File: src/rtl/chbd_pkg.sv
package chbd_pkg;

    localparam int MaxSymbols = 288;
    localparam int MaxLength  = 15;
    localparam int SymW       = 9;
    localparam int AddrW      = $clog2(MaxSymbols);
    localparam int CntW       = $clog2(MaxSymbols + 1);

    localparam logic [2:0] ST_LOADED  = 3'd0;
    localparam logic [2:0] ST_OK      = 3'd1;
    localparam logic [2:0] ST_BAD_SET = 3'd2;
    localparam logic [2:0] ST_INVALID = 3'd3;
    localparam logic [2:0] ST_NO_CODE = 3'd4;

    typedef struct packed {
        logic        op;
        logic [3:0]  code_length;
        logic        last_length;
        logic [14:0] bit_window;
    } t_item;

    typedef struct packed {
        logic [3:0]  bits_used;
        logic [8:0]  symbol;
        logic [2:0]  status;
    } t_result;

    typedef enum logic [2:0] {
        S_IDLE,
        S_COUNT,
        S_CHECK,
        S_PLACE,
        S_DEC_RD,
        S_OUT
    } t_state;

endpackage

File: src/rtl/chbd_ram.sv
module chbd_ram #(
    parameter int Width = 8,
    parameter int Depth = 16
) (
    input  logic                     i_clk,
    input  logic                     i_we,
    input  logic [$clog2(Depth)-1:0] i_waddr,
    input  logic [Width-1:0]         i_wdata,
    input  logic [$clog2(Depth)-1:0] i_raddr,
    output logic [Width-1:0]         o_rdata
);
    logic [Width-1:0] r_mem [Depth];

    always_ff @(posedge i_clk) begin
        if (i_we) begin
            r_mem[i_waddr] <= i_wdata;
        end
        o_rdata <= r_mem[i_raddr];
    end
endmodule

File: src/rtl/chbd_front.sv
// Input skid queue: two entries, lets the back part stall independently.
module chbd_front (
    input  logic            i_clk,
    input  logic            i_rst_n,
    input  logic            i_valid,
    output logic            o_ready,
    input  chbd_pkg::t_item i_item,
    output logic            o_valid,
    input  logic            i_ready,
    output chbd_pkg::t_item o_item
);
    import chbd_pkg::*;

    t_item      r_q [2];
    logic       r_rd;
    logic       r_wr;
    logic [1:0] r_cnt;
    logic       push;
    logic       pop;

    assign o_ready = (r_cnt != 2'd2);
    assign o_valid = (r_cnt != 2'd0);
    assign o_item  = r_q[r_rd];
    assign push    = i_valid && o_ready;
    assign pop     = o_valid && i_ready;

    always_ff @(posedge i_clk) begin
        if (push) begin
            r_q[r_wr] <= i_item;
        end
        if (!i_rst_n) begin
            r_rd  <= 1'b0;
            r_wr  <= 1'b0;
            r_cnt <= 2'd0;
        end else begin
            if (push) begin
                r_wr <= ~r_wr;
            end
            if (pop) begin
                r_rd <= ~r_rd;
            end
            r_cnt <= r_cnt + {1'b0, push} - {1'b0, pop};
        end
    end
endmodule

File: src/rtl/chbd_back.sv
// Executes loads, table builds and decodes one word at a time.
module chbd_back (
    input  logic              i_clk,
    input  logic              i_rst_n,
    input  logic              i_cfg_we,
    input  logic [3:0]        i_cfg_data,
    input  logic              i_valid,
    output logic              o_ready,
    input  chbd_pkg::t_item   i_item,
    output logic              o_valid,
    input  logic              i_ready,
    output chbd_pkg::t_result o_res
);
    import chbd_pkg::*;

    t_state r_state, n_state;
    logic [3:0]      r_maxlen;
    logic [CntW-1:0] r_load_cnt;
    logic [CntW-1:0] r_n;
    logic [CntW-1:0] r_idx;
    logic [SymW-1:0] r_cnt   [16];
    logic [15:0]     r_first [16];
    logic [SymW-1:0] r_slot  [16];
    logic [SymW:0]   r_fill  [16];
    logic            r_code_valid;
    logic            r_bad;
    logic            r_rd_pend;
    logic [3:0]      r_len;
    logic [SymW-1:0] r_rsym;
    t_result         r_res;
    logic            r_out_valid;
    logic [2:0]      r_status;
    logic [3:0]      r_used;
    logic            r_ssl_ok;

    // length store
    logic            len_we;
    logic [AddrW-1:0] len_waddr, len_raddr;
    logic [3:0]      len_rdata;
    // sorted symbols
    logic            sym_we;
    logic [AddrW-1:0] sym_waddr, sym_raddr;
    logic [SymW-1:0] sym_rdata;

    chbd_ram #(.Width(4), .Depth(MaxSymbols)) u_len (
        .i_clk(i_clk), .i_we(len_we), .i_waddr(len_waddr), .i_wdata(i_item.code_length),
        .i_raddr(len_raddr), .o_rdata(len_rdata)
    );
    chbd_ram #(.Width(SymW), .Depth(MaxSymbols)) u_sym (
        .i_clk(i_clk), .i_we(sym_we), .i_waddr(sym_waddr), .i_wdata(r_rsym),
        .i_raddr(sym_raddr), .o_rdata(sym_rdata)
    );

    logic take;
    logic [3:0] limit;
    assign limit = (r_maxlen < 4'(MaxLength)) ? r_maxlen : 4'(MaxLength);
    assign take  = i_valid && o_ready;

    assign len_we    = take && !i_item.op && (r_load_cnt < CntW'(MaxSymbols));
    assign len_waddr = r_load_cnt[AddrW-1:0];
    assign len_raddr = r_idx[AddrW-1:0];

    // place pass: r_len/r_rsym hold the previous read's length and symbol
    logic [SymW:0] pfill;
    assign pfill     = r_fill[r_len];
    assign sym_we    = (r_state == S_PLACE) && (r_len != 4'd0) &&
                       (pfill < (SymW+1)'(MaxSymbols));
    assign sym_waddr = pfill[AddrW-1:0];

    // completeness check over 15 lengths, one per cycle
    logic [16:0] r_space;
    logic        r_over;
    logic [SymW:0] r_present;

    // decode compare for one length per cycle
    logic [15:0] r_code;
    logic [14:0] r_win;
    logic [15:0] dcode;
    logic [15:0] ddiff;
    logic        dhit;
    logic [SymW-1:0] dslot;
    assign dcode = {r_code[14:0], r_win[r_len - 4'd1]};
    assign ddiff = dcode - r_first[r_len];
    assign dhit  = (dcode >= r_first[r_len]) && (ddiff < 16'(r_cnt[r_len]));
    assign dslot = r_slot[r_len] + ddiff[SymW-1:0];
    // symbol read issued on the hit cycle, data ready in S_OUT
    assign sym_raddr = dslot[AddrW-1:0];

    assign o_ready = (r_state == S_IDLE) && !r_out_valid;
    assign o_valid = r_out_valid;
    assign o_res   = r_res;

    always_comb begin
        n_state = r_state;
        unique case (r_state)
            S_IDLE:   if (take) begin
                if (!i_item.op) n_state = i_item.last_length ? S_COUNT : S_IDLE;
                else n_state = r_code_valid ? S_DEC_RD : S_IDLE;
            end
            S_COUNT:  if (r_bad || (r_rd_pend && r_idx == r_n)) n_state = r_bad ? S_OUT : S_CHECK;
            S_CHECK:  if (r_len == 4'd15) n_state = S_PLACE;
            S_PLACE:  if (!r_rd_pend && r_idx == r_n) n_state = S_OUT;
            S_DEC_RD: if (dhit || r_len == 4'(MaxLength)) n_state = dhit ? S_OUT : S_IDLE;
            S_OUT:    n_state = S_IDLE;
            default:  n_state = S_IDLE;
        endcase
    end

    always_ff @(posedge i_clk) begin
        if (!i_rst_n) begin
            r_state      <= S_IDLE;
            r_maxlen     <= 4'd15;
            r_load_cnt   <= '0;
            r_code_valid <= 1'b0;
            r_out_valid  <= 1'b0;
            for (int k = 0; k < 16; k++) begin
                r_cnt[k]   <= '0;
                r_first[k] <= '0;
                r_slot[k]  <= '0;
            end
        end else begin
            r_state <= n_state;
            if (i_cfg_we) r_maxlen <= i_cfg_data;
            if (r_out_valid && i_ready) r_out_valid <= 1'b0;
            unique case (r_state)
                S_IDLE: if (take) begin
                    r_idx     <= '0;
                    r_rd_pend <= 1'b0;
                    r_bad     <= 1'b0;
                    r_present <= '0;
                    r_len     <= 4'd1;
                    r_code    <= '0;
                    r_win     <= i_item.bit_window;
                    if (!i_item.op) begin
                        if (r_load_cnt < CntW'(MaxSymbols)) begin
                            r_load_cnt <= r_load_cnt + CntW'(1);
                            r_n        <= r_load_cnt + CntW'(1);
                        end else begin
                            r_n <= r_load_cnt;
                        end
                        if (i_item.last_length) begin
                            for (int k = 0; k < 16; k++) r_fill[k] <= '0;
                        end else begin
                            r_res       <= '{bits_used: 4'd0, symbol: '0, status: ST_LOADED};
                            r_out_valid <= 1'b1;
                        end
                    end else if (!r_code_valid) begin
                        r_res       <= '{bits_used: 4'd0, symbol: '0, status: ST_NO_CODE};
                        r_out_valid <= 1'b1;
                    end
                end
                S_COUNT: begin
                    // r_fill doubles as the per-length counter here
                    if (r_rd_pend) begin
                        if (len_rdata > limit) r_bad <= 1'b1;
                        else if (len_rdata != 4'd0) begin
                            r_fill[len_rdata] <= r_fill[len_rdata] + (SymW+1)'(1);
                            r_present <= r_present + (SymW+1)'(1);
                        end
                    end
                    r_rd_pend <= (r_idx != r_n);
                    if (r_idx != r_n) r_idx <= r_idx + CntW'(1);
                    r_space <= 17'd1;
                    r_over  <= 1'b0;
                    r_len   <= 4'd1;
                    if (n_state == S_OUT) begin
                        r_status <= ST_BAD_SET;
                        r_load_cnt <= '0;
                    end
                end
                S_CHECK: begin
                    // r_len walks 1..15; tables built alongside
                    if (17'(r_fill[r_len]) > {r_space[15:0], 1'b0}) begin
                        r_over  <= 1'b1;
                        r_space <= '0;
                    end else begin
                        r_space <= {r_space[15:0], 1'b0} - 17'(r_fill[r_len]);
                    end
                    r_cnt[r_len]   <= r_fill[r_len][SymW-1:0];
                    r_first[r_len] <= (r_first[r_len-4'd1] + 16'(r_cnt[r_len-4'd1])) << 1;
                    r_slot[r_len]  <= r_slot[r_len-4'd1] + r_cnt[r_len-4'd1];
                    r_len <= r_len + 4'd1;
                    if (r_len == 4'd15) begin
                        r_idx     <= '0;
                        r_rd_pend <= 1'b0;
                    end
                end
                S_PLACE: begin
                    // first cycle: decide pass/fail, seed fill pointers
                    if (r_idx == '0 && !r_rd_pend) begin
                        for (int k = 1; k < 16; k++) r_fill[k] <= (SymW+1)'(r_slot[k]);
                        if (r_present >= (SymW+1)'(2) && (r_over || r_space != 17'd0)) begin
                            r_bad <= 1'b1;
                        end
                    end else if (r_len != 4'd0 && pfill < (SymW+1)'(MaxSymbols)) begin
                        r_fill[r_len] <= pfill + (SymW+1)'(1);
                    end
                    r_rd_pend <= (r_idx != r_n);
                    r_rsym    <= r_idx[SymW-1:0] - SymW'(1);
                    r_len     <= r_rd_pend ? len_rdata : 4'd0;
                    if (r_idx != r_n) r_idx <= r_idx + CntW'(1);
                    if (n_state == S_OUT) begin
                        r_load_cnt <= '0;
                        r_status   <= r_bad ? ST_BAD_SET : ST_OK;
                    end
                end
                S_DEC_RD: begin
                    r_code <= dcode;
                    r_len  <= r_len + 4'd1;
                    if (dhit) begin
                        r_ssl_ok <= dslot < SymW'(MaxSymbols);
                        r_used   <= r_len;
                        r_status <= ST_OK;
                    end else if (r_len == 4'(MaxLength)) begin
                        r_res       <= '{bits_used: 4'd1, symbol: '0, status: ST_INVALID};
                        r_out_valid <= 1'b1;
                    end
                end
                S_OUT: begin
                    r_out_valid <= 1'b1;
                    if (r_used != 4'd0 && r_status == ST_OK) begin
                        r_res <= '{bits_used: r_used, status: ST_OK,
                                   symbol: r_ssl_ok ? sym_rdata : '0};
                    end else begin
                        r_res <= '{bits_used: 4'd0, symbol: '0, status: r_status};
                        r_code_valid <= (r_status == ST_OK);
                    end
                    r_used <= 4'd0;
                end
                default: ;
            endcase
            if (r_state == S_IDLE && take) r_used <= 4'd0;
        end
    end
endmodule

File: src/rtl/canonical_huffman_build_decode_core.sv
// Canonical Huffman builder/decoder. Load words take one code length each; the word
// marked last builds the code with two passes over the length RAM plus a 15-step
// completeness check. A decode examines one code bit per cycle. Results leave through
// an output register; a two-word input queue accepts words while the core is busy,
// until it is full.
module canonical_huffman_build_decode_core (
    input  logic        i_clk,
    input  logic        i_rst_n,
    input  logic        i_cfg_we,
    input  logic [3:0]  i_cfg_data,   // max_code_length
    input  logic        s_axis_tvalid,
    output logic        s_axis_tready,
    input  logic [23:0] s_axis_tdata, // code_length[3:0], bit_window[18:4], pad
    input  logic        s_axis_tuser, // operation
    input  logic        s_axis_tlast, // last_length
    output logic        m_axis_tvalid,
    input  logic        m_axis_tready,
    output logic [15:0] m_axis_tdata  // status[2:0], symbol[11:3], bits_used[15:12]
);
    import chbd_pkg::*;

    t_item   in_item, q_item;
    t_result res;
    logic    q_valid, q_ready;

    assign in_item = '{op: s_axis_tuser, code_length: s_axis_tdata[3:0],
                       last_length: s_axis_tlast, bit_window: s_axis_tdata[18:4]};

    chbd_front u_front (
        .i_clk(i_clk), .i_rst_n(i_rst_n),
        .i_valid(s_axis_tvalid), .o_ready(s_axis_tready), .i_item(in_item),
        .o_valid(q_valid), .i_ready(q_ready), .o_item(q_item)
    );

    chbd_back u_back (
        .i_clk(i_clk), .i_rst_n(i_rst_n),
        .i_cfg_we(i_cfg_we), .i_cfg_data(i_cfg_data),
        .i_valid(q_valid), .o_ready(q_ready), .i_item(q_item),
        .o_valid(m_axis_tvalid), .i_ready(m_axis_tready), .o_res(res)
    );

    assign m_axis_tdata = {res.bits_used, res.symbol, res.status};
endmodule
File: config.mk
export PLATFORM = sky130hd
export DESIGN_NAME = canonical_huffman_build_decode_core
export DESIGN_NICKNAME = d
export VERILOG_FILES = /design/src/rtl/chbd_pkg.sv /design/src/rtl/chbd_ram.sv /design/src/rtl/chbd_front.sv /design/src/rtl/chbd_back.sv /design/src/rtl/canonical_huffman_build_decode_core.sv
export SDC_FILE = /design/constraint.sdc
export NUM_CORES = 2
export LEC_CHECK = 0
export BUFFER_PORTS_ARGS = -buffer_cell sky130_fd_sc_hd__buf_4
export CORE_ASPECT_RATIO = 0.8
export CORE_UTILIZATION = 68
export DETAILED_ROUTE_END_ITERATION = 6
export GPL_TIMING_DRIVEN = 0
export MAX_ROUTING_LAYER = met4
export PLACE_DENSITY = 0.89
export SLEW_MARGIN = 5
export SYNTH_ARGS = -nofsm -noshare
export SYNTH_HDL_FRONTEND = slang
export SYNTH_MEMORY_MAX_BITS = 65536
export SYNTH_SLANG_ARGS = --single-unit
export TNS_END_PERCENT = 30
File: constraint.sdc
create_clock -name i_clk -period 21.7 [get_ports i_clk]
set_clock_uncertainty 0.15 [all_clocks]
set_input_delay 4.34 -clock i_clk [delete_from_list [all_inputs] [get_ports i_clk]]
set_output_delay 4.34 -clock i_clk [all_outputs]
set_load 0.01 [all_outputs]
==> results of run 1 <==
[synthesized netlist by cell type (8+ instances only)]
cell / n
edfxtp_1: 4582
mux4_2: 1640
nor2_1: 1219
clkbuf_1: 463
nand2_1: 277
o21ai_0: 195
buf_1: 140
nand3_1: 108
inv_1: 95
ha_1: 77
a21oi_1: 49
and2_1: 49
xnor2_1: 48
dfxtp_1: 46
xor2_1: 42
mux2_2: 36
a22o_1: 30
mux2i_1: 30
nor3_1: 27
buf_2: 26
nand2b_1: 24
nor2b_1: 24
and3_1: 20
a21o_1: 15
o21ai_1: 14
a31oi_1: 13
nor4_1: 13
nand4_1: 11
o31a_1: 10
o21a_1: 9
o211ai_1: 8
[layer usage]
| metal | overflow | track usage (%) |
|---|---|---|
| met1 | 7 | 67.0 |
| met2 | 60 | 80.7 |
| met3 | 11 | 53.1 |
| met4 | 40 | 55.6 |
| met5 | - | - |
[cell families after synthesis]
logic type | after synthesis
AO/OA/AOI/OAI | 394
buffers and inverters | 731
AND/OR/NAND/NOR | 1804
XOR/XNOR | 92
flip-flops | 4628
multiplexers | 1706
adder cells (fa/ha/maj) | 82
other | 1
[metrics by stage]
step | hold WS [ps] | setup slack [ps] | instance area [µm²]
2_1_floorplan | 290 | 13950 | 191000
3_3_place_gp | 314 | 8380 | 196000
3_5_place_dp | 342 | 8750 | 199000
4_1_cts | 383 | 8550 | 214000
==> run_results.csv, run 1 <==
group,metric,value,unit
synthesis,ys_types,74,
outcome,outcome,"aborted with a tool error",
synthesis,ys.flop_type,"edfxtp_1",
synthesis,syn_area_per_cell,20.2,µm²
synthesis,synth_top_family_by_area,"multiplexers",
global_route,grt.overflow.total,118,
placed_design,place_congestion,0.997,
synthesis,syn_nets,9555,
synthesis,netlist_instances,9438,
synthesis,synth_seq_cells,4628,
die,initial_core_util,68.5,%
synthesis,synth.cell_area,191000,µm²
cts,cts.sinks,4628,
synthesis,synth_area_leaders,"edfxtp_1 (72%), mux4_2 (19%), nor2_1 (2.4%), clkbuf_1 (0.91%), nand2_1 (0.55%)",
synthesis,muxShareOfSynthArea,19.7,%
global_route,track_usage,66.3,%
cts,htreeDepth,5,
placed_design,dp_hpwl,435000,µm
outcome,haltStage,"global routing",
die,pin_count,53,
die,die_height,476,µm
placed_design,io_buffers,45,
cts,cts-root-buf,"clkbuf_16",
synthesis,yosys.area_share.simple,3.90,%
placed_design,dp_cells,13295,
synthesis,synth_adder_area_share,0.558,%
synthesis,synth_largest_area_cell,"edfxtp_1",
synthesis,yosys_warnings,0,
cts,cts-resized-gates,0,
global_route,grt_max_degree,154,
synthesis,synth_edf_count,4582,
cts,cts_buffers,424,
synthesis,async_flop_share,0,%
synthesis,synth-compound-area-share,1.29,%
die,rows,173,
die,die_w,594,µm
cts,cts_setup_buffers,0,
cts,cts_buffer_depth,4,
synthesis,synth_top_area_share,72.1,%
synthesis,ys_seq_area_share,72.6,%
outcome,tool.error,"[ERROR GRT-0232] Routing congestion too high. Check the congestion heatmap in the GUI.",
cts,holdBufCountCts,0,
synthesis,yosys.area_share.xor_xnor,0.434,%
global_route,antenna_found_initial,153,
==> inputs of run 2 (changes only) <==
- CORE_ASPECT_RATIO: 0.8 -> unset
- CORE_UTILIZATION: 68 -> 40
- MAX_ROUTING_LAYER: met4 -> unset
- PLACE_DENSITY: 0.89 -> unset
- PLACE_DENSITY_LB_ADDON: unset -> 0.15
==> run 2 against run 1 <==
The flow now finishes without violations. Synthesized cell count stayed put. Area after synthesis stayed put.
==> run_results.csv, run 2 <==
group,metric,value,unit
setup_path,worstPathCellList,"buf_2 -> clkbuf_1 -> inv_1 -> ha_1 -> clkbuf_1 -> xnor2_1 -> buf_2 -> clkbuf_1 -> a221o_1 -> a21oi_1 -> a31oi_2 -> ha_1 -> inv_1 -> fa_1 -> clkbuf_2 -> clkbuf_1 -> clkbuf_1 -> mux4_2 -> mux4_2 -> mux4_2 -> a22o_1 -> o31a_1",
global_route,grt_max_degree,158,
cts,cts-resized-gates,0,
setup_path,crit_type,"flip-flop to flip-flop",
die,pin_count,53,
global_route,antenna_found_initial,31,
cts,cts_setup_buffers,0,
global_route,grt_pass1_wl,825000,µm
die,initial_core_util,40.2,%
route,wl_per_cell,35.5,µm
route,num_vias,101255,
synthesis,ys_seq_area_share,72.6,%
synthesis,synthMostInstantiatedCell,"edfxtp_1",
finish,final_cell_mix,"edfxtp_1 (4582), mux4_2 (1640), nor2_1 (1215)",
synthesis,ys_types,74,
sta,timing.fmax,0.0778,GHz
synthesis,synth.cell_area,191000,µm²
synthesis,ys.flop_type,"edfxtp_1",
hold_path,holdCritPathClass,"flip-flop to flip-flop",
placed_design,dp_hpwl,409000,µm
finish,drive_gt1_share,26.3,%
route,drc,0,
synthesis,synth_area_leaders,"edfxtp_1 (72%), mux4_2 (19%), nor2_1 (2.4%), clkbuf_1 (0.91%), nand2_1 (0.55%)",
outcome,outcome,"finished clean",
setup_path,path_common_cell,"clkbuf_1",
synthesis,synth_edf_count,4582,
sta,drv_slew,0,
finish,layout_commonest_cell,"edfxtp_1",
route,first_iter_violations,13638,
setup_path,startpoint_type,"flip-flop",
finish,final_nets,10241,
flow_run,maxCapViolCount,0,
synthesis,synthTopCellsByCount,"edfxtp_1 (4582), mux4_2 (1640), nor2_1 (1219)",
synthesis,syn_area_per_cell,20.2,µm²
synthesis,netlist_instances,9438,
cts,cts_buffer_depth,4,
route,routed_via_density,6.03,
sta,fin_tns_setup,0,ps
die,die_height,693,µm
synthesis,synth_top_area_share,72.1,%
synthesis,synth_seq_cells,4628,
route,wirelength,597000,µm
setup_path,cp.required,22420,ps
synthesis,syn_nets,9555,
synthesis,async_flop_share,0,%
route,first_pass_iters,6,
synthesis,yosys_warnings,0,
die,die_w,693,µm
finish,largest-register,"u_back.u_sym.r_mem",
cts,cts_tree,"built",
global_route,track_usage,24.6,%
sta,rsz0062_at_grt,"no",
cts,cts_buffers,478,
setup_path,arrival,13580,ps
finish,syn_to_final_growth,14.8,%
cts,clk_latency,1050,ps
finish,reg_top3,"u_back.u_sym.r_mem: 2592 flops, u_back.u_len.r_mem: 1152 flops, u_back.r_first: 240 flops",
cts,holdBufCountCts,0,
synthesis,synth_largest_area_cell,"edfxtp_1",
die,rows,253,
setup_path,crit_fanout,10,
sta,tightest_slew,1490,ps
cts,cts.sinks,4628,
placed_design,place_congestion,0.954,
finish,largest_reg_flops,2592,
cts,path_clk_slew,60,ps
sta,min_period_over_period,59.3,%
setup_path,endpoint_kind,"flip-flop",
die,core_region_area,475000,µm²
route,final_antenna_net_count,0,
global_route,grt.overflow.total,0,
cts,htreeDepth,5,
sta,relSlewSlack,0.773,%
finish,utilization,46.1,%
sta,setup-violations-final,0,
sta,hold_violations,0,
setup_path,cpPeakStageDelay,960,ps
placed_design,io_buffers,45,
cts,cts-root-buf,"clkbuf_16",
die,die-area,480000,µm²
setup_path,cp_slowest_cell,"clkbuf_1",
global_route,grt_pass1_vias,102849,
sta,fin_crit,12860,ps
-- run 2: cell counts after synthesis --
Identical to the previous run, type by type.
-- run 2: cell families (layout without fill, tap and decap cells) --
| family | count (synthesis) | in the layout | share of synthesized area, % |
|---|---|---|---|
| flip-flops | 4628 | 4628 | 72.6 |
| XOR/XNOR | 92 | 92 | 0.434 |
| buffers and inverters | 731 | 1830 | 1.47 |
| multiplexers | 1706 | 1706 | 19.7 |
| other | 1 | 18 | 0.00197 |
| AO/OA/AOI/OAI | 394 | 394 | 1.29 |
| AND/OR/NAND/NOR | 1804 | 1804 | 3.90 |
| adder cells (fa/ha/maj) | 82 | 82 | 0.558 |
-- run 2: final timing paths --
kind | startpoint | end | slack [ps] | cells after the start
setup reg to reg | u_back.r_len[0] | u_back.u_sym.o_rdata[3] | 8840 | 22
hold reg to reg | u_back.r_fill[3][9] | u_back.r_fill[3][9] | 330 | 2
setup / recovery | u_back.r_len[0] | u_back.u_sym.o_rdata[3] | 8840 | 22
hold / removal | u_back.r_fill[3][9] | u_back.r_fill[3][9] | 330 | 2
-- run 2: worst max-delay path, delay by kind of cell, from the launching register on --
family                   cells  cell delay (ps)
multiplexers                 3             1640
AO/OA/AOI/OAI                5             1870
adder cells (fa/ha/maj)      3             1470
XOR/XNOR                     1              470
flip-flops                   1              730
buffers and inverters       10             6220
-- run 2: cell type report --
class / count / area, µm²
well taps: 6247 / 7820
clock inverters: 310 / 3040
repair buffers: 206 / 4330
fillers: 39789 / 256000
clock buffers: 583 / 12500
diodes: 17 / 42.5
multi-input cells: 4079 / 49800
flip-flops and latches: 4628 / 139000
inverters: 96 / 360
plain buffers: 635 / 2560
-- run 2: per-stage QoR --
| step | instance area [µm²] | setup slack, ps | std cells | hold slack (ps) |
|---|---|---|---|---|
| 6_report | 219000 | 8840 | 16801 | 334 |
| 5_1_grt | 219000 | 8730 | 16792 | 355 |
| 4_1_cts | 219000 | 9030 | 16782 | 337 |
| 3_5_place_dp | 203000 | 9050 | 15889 | 321 |
| 3_3_place_gp | 199000 | 6160 | 15730 | 323 |
| 2_1_floorplan | 191000 | 13950 | 9438 | 290 |
-- run 2: routing by layer --
metal | wire [µm] | track usage, % | part of all wire (%) | vias to the layer above
met4 | 22900 | 8.22 | 3.8 | 2
met5 | 11 | 0 | 0.0018 | -
met1 | 242000 | 34.2 | 40 | 54930
li1 | - | - | - | 40223
met2 | 281000 | 38.8 | 47 | 5112
met3 | 51700 | 5.09 | 8.7 | 988
Power of run 2 is left out: the tool's default activity adds up to more than one toggle a clock period on the data nets, which glitch-free logic cannot reach.
